**src/design/assert_macros.svh**
```systemverilog
`ifndef ASSERT_MACROS_SVH
`define ASSERT_MACROS_SVH

// Checks a property at every rising clock edge while reset is released.
`define SDBM_ASSERT(label, prop, msg) \
  label: assert property (@(posedge clk_i) disable iff (!rst_ni) (prop)) else $error(msg);

// Checks that a condition never holds at a rising clock edge while out of reset.
`define SDBM_ASSERT_NEVER(label, cond, msg) \
  label: assert property (@(posedge clk_i) disable iff (!rst_ni) !(cond)) else $error(msg);

`endif

```
**src/design/sdbm_pkg.sv**
```systemverilog
package sdbm_pkg;

  localparam int unsigned HashW    = 64;
  localparam int unsigned CharW    = 8;
  localparam int unsigned BucketW  = 16;
  localparam int unsigned QueueDepth = 2;
  localparam int unsigned QueuePtrW  = (QueueDepth > 1) ? $clog2(QueueDepth) : 1;
  localparam int unsigned QueueCntW  = $clog2(QueueDepth + 1);
  localparam int unsigned DivCntW    = $clog2(HashW);

  // Terminating byte of a key.
  localparam logic [CharW-1:0] KeyEnd = '0;

  typedef logic [HashW-1:0]   hash_t;
  typedef logic [BucketW-1:0] bucket_t;

  // Status of the hash queue between the front and back ends.
  typedef struct packed {
    logic full;
    logic not_empty;
  } q_stat_t;

endpackage

```
**src/design/sdbm_queue.sv**
```systemverilog
module sdbm_queue (
  input  logic                clk_i,
  input  logic                rst_ni,
  input  logic                push_i,
  input  sdbm_pkg::hash_t     push_data_i,
  input  logic                pop_i,
  output sdbm_pkg::hash_t     pop_data_o,
  output sdbm_pkg::q_stat_t   stat_o
);

  sdbm_pkg::hash_t                     mem_q [sdbm_pkg::QueueDepth];
  logic [sdbm_pkg::QueuePtrW-1:0]      wr_ptr_q, wr_ptr_d;
  logic [sdbm_pkg::QueuePtrW-1:0]      rd_ptr_q, rd_ptr_d;
  logic [sdbm_pkg::QueueCntW-1:0]      cnt_q, cnt_d;
  logic                                do_push, do_pop;

  localparam logic [sdbm_pkg::QueuePtrW-1:0] LastPtr =
    sdbm_pkg::QueuePtrW'(sdbm_pkg::QueueDepth - 1);
  localparam logic [sdbm_pkg::QueueCntW-1:0] FullCnt =
    sdbm_pkg::QueueCntW'(sdbm_pkg::QueueDepth);

  assign stat_o.full      = (cnt_q == FullCnt);
  assign stat_o.not_empty = (cnt_q != '0);
  assign do_push          = push_i && !stat_o.full;
  assign do_pop           = pop_i && stat_o.not_empty;
  assign pop_data_o       = mem_q[rd_ptr_q];

  always_comb begin
    wr_ptr_d = wr_ptr_q;
    rd_ptr_d = rd_ptr_q;
    cnt_d    = cnt_q;
    if (do_push) begin
      wr_ptr_d = (wr_ptr_q == LastPtr) ? '0 : wr_ptr_q + 1'b1;
    end
    if (do_pop) begin
      rd_ptr_d = (rd_ptr_q == LastPtr) ? '0 : rd_ptr_q + 1'b1;
    end
    case ({do_push, do_pop})
      2'b10:   cnt_d = cnt_q + 1'b1;
      2'b01:   cnt_d = cnt_q - 1'b1;
      default: cnt_d = cnt_q;
    endcase
  end

  always_ff @(posedge clk_i or negedge rst_ni) begin
    if (!rst_ni) begin
      wr_ptr_q <= '0;
      rd_ptr_q <= '0;
      cnt_q    <= '0;
    end else begin
      wr_ptr_q <= wr_ptr_d;
      rd_ptr_q <= rd_ptr_d;
      cnt_q    <= cnt_d;
    end
  end

  always_ff @(posedge clk_i) begin
    if (do_push) begin
      mem_q[wr_ptr_q] <= push_data_i;
    end
  end

endmodule

```
**src/design/sdbm_front.sv**
```systemverilog
module sdbm_front (
  input  logic                         clk_i,
  input  logic                         rst_ni,
  input  logic                         s_axis_tvalid_i,
  output logic                         s_axis_tready_o,
  input  logic [sdbm_pkg::CharW-1:0]   s_axis_tdata_i,
  input  sdbm_pkg::q_stat_t            q_stat_i,
  output logic                         push_o,
  output sdbm_pkg::hash_t              push_data_o
);

  sdbm_pkg::hash_t acc_q, acc_d;
  sdbm_pkg::hash_t char_ext;
  logic            accept;
  logic            key_end;

  assign s_axis_tready_o = !q_stat_i.full;
  assign accept          = s_axis_tvalid_i && s_axis_tready_o;
  assign key_end         = (s_axis_tdata_i == sdbm_pkg::KeyEnd);

  // Key bytes are treated as signed characters.
  assign char_ext = {{(sdbm_pkg::HashW - sdbm_pkg::CharW){s_axis_tdata_i[sdbm_pkg::CharW-1]}},
                     s_axis_tdata_i};

  assign push_o      = accept && key_end;
  assign push_data_o = acc_q;

  always_comb begin
    acc_d = acc_q;
    if (accept) begin
      if (key_end) begin
        acc_d = '0;
      end else begin
        acc_d = char_ext + (acc_q << 6) + (acc_q << 16) - acc_q;
      end
    end
  end

  always_ff @(posedge clk_i or negedge rst_ni) begin
    if (!rst_ni) begin
      acc_q <= '0;
    end else begin
      acc_q <= acc_d;
    end
  end

endmodule

```
**src/design/sdbm_back.sv**
```systemverilog
module sdbm_back (
  input  logic                clk_i,
  input  logic                rst_ni,
  input  sdbm_pkg::bucket_t   bucket_count_i,
  input  sdbm_pkg::q_stat_t   q_stat_i,
  input  sdbm_pkg::hash_t     pop_data_i,
  output logic                pop_o,
  output logic                m_axis_tvalid_o,
  input  logic                m_axis_tready_i,
  output sdbm_pkg::bucket_t   m_axis_tdata_o
);

  typedef enum logic {
    ST_IDLE,
    ST_DIV
  } state_e;

  localparam logic [sdbm_pkg::DivCntW-1:0] LastStep =
    sdbm_pkg::DivCntW'(sdbm_pkg::HashW - 1);

  state_e                          state_q;
  logic [sdbm_pkg::DivCntW-1:0]    cnt_q;
  sdbm_pkg::hash_t                 dividend_q;
  sdbm_pkg::bucket_t               divisor_q;
  sdbm_pkg::bucket_t               rem_q, rem_d;
  sdbm_pkg::bucket_t               out_data_q;
  logic                            out_valid_q;
  logic [sdbm_pkg::BucketW:0]      rem_ext;
  logic [sdbm_pkg::BucketW:0]      rem_diff;
  logic                            last_step;
  logic                            step_en;

  assign pop_o           = (state_q == ST_IDLE) && q_stat_i.not_empty;
  assign m_axis_tvalid_o = out_valid_q;
  assign m_axis_tdata_o  = out_data_q;

  // One restoring division step per cycle unless stalled, hash MSB first.
  assign rem_ext  = {rem_q, dividend_q[sdbm_pkg::HashW-1]};
  assign rem_diff = rem_ext - {1'b0, divisor_q};
  assign rem_d    = (rem_ext >= {1'b0, divisor_q}) ? rem_diff[sdbm_pkg::BucketW-1:0]
                                                    : rem_ext[sdbm_pkg::BucketW-1:0];

  assign last_step = (cnt_q == LastStep);
  // The final step waits until the output register is free.
  assign step_en   = !(last_step && out_valid_q && !m_axis_tready_i);

  always_ff @(posedge clk_i or negedge rst_ni) begin
    if (!rst_ni) begin
      state_q     <= ST_IDLE;
      cnt_q       <= '0;
      out_valid_q <= 1'b0;
      dividend_q  <= '0;
      divisor_q   <= '0;
      rem_q       <= '0;
      out_data_q  <= '0;
    end else begin
      if (out_valid_q && m_axis_tready_i) begin
        out_valid_q <= 1'b0;
      end
      unique case (state_q)
        ST_IDLE: begin
          if (q_stat_i.not_empty) begin
            dividend_q <= pop_data_i;
            divisor_q  <= bucket_count_i;
            rem_q      <= '0;
            cnt_q      <= '0;
            state_q    <= ST_DIV;
          end
        end
        ST_DIV: begin
          if (step_en) begin
            dividend_q <= dividend_q << 1;
            rem_q      <= rem_d;
            cnt_q      <= cnt_q + 1'b1;
            if (last_step) begin
              out_data_q  <= (divisor_q == '0) ? '0 : rem_d;
              out_valid_q <= 1'b1;
              state_q     <= ST_IDLE;
            end
          end
        end
        default: state_q <= ST_IDLE;
      endcase
    end
  end

endmodule

```
**src/design/sdbm_hash_bucket_select_top.sv**
```systemverilog
// Bucket selector with the sdbm string hash. Key bytes arrive one word per
// cycle on the slave stream while the queue is not full; each nonzero byte,
// taken as a signed character, is folded into a 64-bit hash in the same cycle,
// so a key of n bytes is taken as n + 1 bytes, its terminating zero byte
// included. The zero byte hands the finished hash to a two-entry queue and
// clears the hash for the next key. A back end reduces each queued hash modulo
// bucket_count with a restoring divider that retires one hash bit per cycle,
// its final step waiting while the output register is full. When idle, the
// back end pulls a hash from the queue, then runs 64 division steps; it takes
// no new hash before it is through with the last one. A bucket_count of
// zero yields bucket 0. Write bucket_count only while no key is in flight.
`include "assert_macros.svh"

module sdbm_hash_bucket_select_top (
  input  logic                           clk_i,
  input  logic                           rst_ni,
  input  logic                           cfg_valid_i,
  output logic                           cfg_ready_o,
  input  logic [sdbm_pkg::BucketW-1:0]   cfg_data_i,      // [15:0] bucket_count
  input  logic                           s_axis_tvalid_i,
  output logic                           s_axis_tready_o,
  input  logic [sdbm_pkg::CharW-1:0]     s_axis_tdata_i,  // [7:0] char_code
  output logic                           m_axis_tvalid_o,
  input  logic                           m_axis_tready_i,
  output logic [sdbm_pkg::BucketW-1:0]   m_axis_tdata_o   // [15:0] bucket_index
);

  sdbm_pkg::bucket_t bucket_count_q;
  sdbm_pkg::q_stat_t q_stat;
  sdbm_pkg::hash_t   push_data;
  sdbm_pkg::hash_t   pop_data;
  logic              push;
  logic              pop;
  logic              bucket_bad;

  assign cfg_ready_o = 1'b1;

  always_ff @(posedge clk_i or negedge rst_ni) begin
    if (!rst_ni) begin
      bucket_count_q <= sdbm_pkg::BucketW'(1);
    end else if (cfg_valid_i && cfg_ready_o) begin
      bucket_count_q <= cfg_data_i;
    end
  end

  sdbm_front u_front (
    .clk_i           (clk_i),
    .rst_ni          (rst_ni),
    .s_axis_tvalid_i (s_axis_tvalid_i),
    .s_axis_tready_o (s_axis_tready_o),
    .s_axis_tdata_i  (s_axis_tdata_i),
    .q_stat_i        (q_stat),
    .push_o          (push),
    .push_data_o     (push_data)
  );

  sdbm_queue u_queue (
    .clk_i       (clk_i),
    .rst_ni      (rst_ni),
    .push_i      (push),
    .push_data_i (push_data),
    .pop_i       (pop),
    .pop_data_o  (pop_data),
    .stat_o      (q_stat)
  );

  sdbm_back u_back (
    .clk_i           (clk_i),
    .rst_ni          (rst_ni),
    .bucket_count_i  (bucket_count_q),
    .q_stat_i        (q_stat),
    .pop_data_i      (pop_data),
    .pop_o           (pop),
    .m_axis_tvalid_o (m_axis_tvalid_o),
    .m_axis_tready_i (m_axis_tready_i),
    .m_axis_tdata_o  (m_axis_tdata_o)
  );

  assign bucket_bad = m_axis_tvalid_o && (bucket_count_q != '0) &&
                      (m_axis_tdata_o >= bucket_count_q);

  `SDBM_ASSERT_NEVER(a_no_queue_overflow, push && q_stat.full, "push into a full queue")
  `SDBM_ASSERT_NEVER(a_no_queue_underflow, pop && !q_stat.not_empty, "pop from an empty queue")
  `SDBM_ASSERT_NEVER(a_bucket_in_range, bucket_bad, "bucket index not below bucket count")

endmodule
```
**config.mk**
```make
export PLATFORM = sky130hd
export DESIGN_NAME = sdbm_hash_bucket_select_top
export DESIGN_NICKNAME = d
export VERILOG_FILES = /design/src/design/sdbm_pkg.sv /design/src/design/sdbm_queue.sv /design/src/design/sdbm_front.sv /design/src/design/sdbm_back.sv /design/src/design/sdbm_hash_bucket_select_top.sv
export VERILOG_INCLUDE_DIRS = /design/src /design/src/design
export SDC_FILE = /design/constraint.sdc
export NUM_CORES = 1
export LEC_CHECK = 0
export BUFFER_PORTS_ARGS = -buffer_cell sky130_fd_sc_hd__clkbuf_2
export CAP_MARGIN = 20
export CORE_ASPECT_RATIO = 1.75
export CORE_UTILIZATION = 30
export CTS_CLUSTER_DIAMETER = 200
export DETAILED_ROUTE_END_ITERATION = 10
export SYNTH_ARGS = -nofsm -noshare
export SYNTH_HDL_FRONTEND = slang
export SYNTH_HIERARCHICAL = 1
export SYNTH_SLANG_ARGS = --single-unit
```
**constraint.sdc**
```tcl
create_clock -name clk_i -period 5.6 [get_ports clk_i]
set_input_delay 0.84 -clock clk_i [delete_from_list [all_inputs] [get_ports clk_i]]
set_output_delay 0.84 -clock clk_i [all_outputs]
set_load 0.01 [all_outputs]
```
==> qor.txt <==
FP Rows: 128
largest net degree at the start of global routing: 147
H-tree levels: 1
worst path arrival time: 5650 ps
post-cts sizing count: 0
delay-heaviest family, CP: compound AO/OA/AOI/OAI gates
YS warnings: 6
GP Congestion: 0.9638
I/O Pins: 48
Final setup viols: 0
Sink Count: 332
Avg WL per Cell: 17.68 microns
Congestion Overflow GR: 0
Cells after Synth: 1,986
Core Area: 0.06967 sq mm
reg2reg end: u_front/push_data_o[63]
vias: 14,170
clock transition at the registers of the reported paths: 70 ps
synthesis-to-finish area growth: 10.03%
RSZ-0062 raised after global routing: no
Final period util: 0.9290
Hold Buf Count CTS: 0
Post-synth EDFFs: 128
hpwl dp: 39,990 microns
clock latency on the worst-skew pair: 580 ps
fillers: 6,952
port bufs: 46
Longest Clk Path Bufs: 3
CP Capture Type: register
CP dominant cell by count: inv_1
postcts setup bufs: 0
share of layout cells above drive strength 1: 0.1120
Die H: 353.2 microns
Vias/cell: 4.840
Yosys cell types: 85
FMAX: 192.2 MHz
Mean Syn Cell Area: 10.64 sq um
Slew Viols, Final: 0
status: finished clean
first-pass GRT wire length: 83,630 microns
post-synthesis sequential area ratio: 0.4234
Layout Utilization: 0.3339
clock skew: 15.62 ps
asr flop ratio synth: 0.6145
DRC violations left: 0
# nets final: 2,230
Worst path max stage delay: 620 ps
clock root cell: clkbuf_16
GRT Util Overall: 0.1473
Setup crit start kind: register
first-pass iteration count of the detailed router: 5
initial antenna violation count: 0
Critical Path Start: u_front/push_data_o[32]
Initial Util: 0.3034
reg2reg path depth: 16
max_cap viols: 0
vias in the first global route: 15,190
Worst path slowest cell: a2111oi_0
Total Routed Length: 51,750 microns
crit-path cells: inv_1 -> fa_1 -> inv_1 -> fa_1 -> inv_1 -> ha_1 -> a21oi_1 -> o21ai_0 -> a2111oi_0 -> o221ai_1 -> clkinv_1 -> a311oi_1 -> nor4_1 -> xnor2_1 -> a21oi_1 -> o22ai_1
Synth Flop Type: dfrtp_1
Worst Path Max Fanout: 8
Crit path buffers/inverters: 4
CTS Buf Count: 28
crit path time final: 5202 ps
Fin. Hold Viols: 0
crit path kind: register to register
DR iter-0 viols: 681
relative slew slack: 0.2591
Hold Path Class: primary input to asynchronous set/reset pin
multi-input logic area: 0.01075 sq mm
die width: 202.7 microns
Cell Area, Synth: 0.02114 sq mm
antenna viol nets, final: 0
syn nets: 2,221
Crit path required time: 6040 ps
R2R Setup Slk: 400 ps
slew at the pin closest to its max-slew limit: 1110 ps
worst reg2reg path startpoint: u_front/push_data_o[32]
CTS tree: built
number of diodes: 0
FF/Latch Area: 0.008957 sq mm
#FFs+latches synth: 332
full die area: 0.07157 sq mm
## cells by family (layout without fill, tap and decap cells)
logic type / after synthesis / count (layout) / share of synthesized area
other cells: 1 / 1 / 0.0001774
flops: 332 / 332 / 0.4234
buf+inv: 363 / 394 / 0.06937
compound gates: 452 / 452 / 0.1406
simple gates: 397 / 397 / 0.08458
fa+ha+maj: 206 / 206 / 0.1596
xor+xnor: 78 / 78 / 0.03232
mux: 157 / 157 / 0.09003
## how the worst max path moves through the flow
| stage | slack [ps] | end | depth (start not counted) |
|---|---|---|---|
| 4_1_cts | 450 | u_front/push_data_o[63] | 16 |
| 6_report | 400 | u_front/push_data_o[63] | 16 |
| 2_1_floorplan | 890 | u_queue/mem_q[0][0] | 6 |
| 3_3_place_gp | -50 | u_front/push_data_o[63] | 17 |
| 5_1_grt | 120 | u_front/push_data_o[63] | 16 |
| 3_5_place_dp | -100 | u_front/push_data_o[63] | 17 |
## synth_stat cells, types with 7 or more instances
master,n,area (sq um)
a211oi_1,9,67.56
a21oi_1,65,325.3
nor4_1,10,62.56
xor2_1,35,306.5
clkbuf_1,59,221.5
dfrtp_1,203,5080
nand2_1,234,878.3
nor2_1,50,187.7
ha_1,100,1251
nand3_1,17,85.08
mux2_2,21,236.5
mux2_4,61,915.9
nor3_1,9,45.04
o21bai_1,13,97.59
o21ai_1,36,180.2
xnor2_1,43,376.6
edfxtp_1,128,3844
fa_1,106,2122
and3_1,11,68.82
a22o_1,15,131.4
and2_1,7,43.79
buf_2,13,65.06
o21ai_0,145,725.7
buf_6,9,101.4
mux2i_1,75,750.7
nand4_1,18,112.6
inv_1,274,1028
o21a_1,11,82.58
a31oi_1,14,87.58
o31ai_1,26,195.2
a21o_1,50,375.4
## through the flow
step | TNS [ps] | cells | hold WS, ps | worst slack, ps | area, sq um
after floorplan | 0 | 1986 | 442.1 | 892.1 | 21140
after global placement | -48.57 | 2875 | 461.2 | -48.57 | 22330
after detailed placement | -99.63 | 2875 | 469.6 | -99.63 | 22330
after CTS | 0 | 2927 | 363.7 | 452.6 | 23260
after global routing | 0 | 2927 | 405.3 | 119.1 | 23260
final | 0 | 2927 | 321.0 | 397.8 | 23260
## metal layers
metal / vias up / share of wire / global-route usage
met4: 0 / 0.054 / 0.08075
li1: 6797 / - / -
met2: 270 / 0.55 / 0.2849
met5: - / 0 / 0
met3: 126 / 0.022 / 0.008583
met1: 6973 / 0.38 / 0.1565
## area by class of cell
cell class,instances,share of cell area
Inverter,275,0.04438
Tap cell,910,0.04895
Multi-Input combinational cell,1291,0.4622
Clock buffer,41,0.03448
Timing Repair Buffer,67,0.01931
Clock inverter,11,0.005594
Sequential cell,332,0.3851
## sequential cells by signal, indices dropped and copies added (netlist names), 2 cells and up
signal                 count
bucket_count_q            16
u_back/dividend_q         64
u_back/divisor_q          16
u_back/cnt_q               6
u_queue/cnt_q              2
u_back/rem_q              16
u_back/m_axis_tdata_o     16
u_queue/mem_q            128
u_front/push_data_o       64
## layout by cell type (no fill, tap or decap), types with 61 or more instances in the layout
cell type and instances:
nand2_1 233, dfrtp_1 201, edfxtp_1 128, o21ai_0 145, fa_1 106, ha_1 100, mux2_4 61, a21oi_1 65
mux2i_1 75, inv_1 274
Power is not shown: default switching activity piles up to over one toggle a cycle in this logic, so the estimate is an artifact.
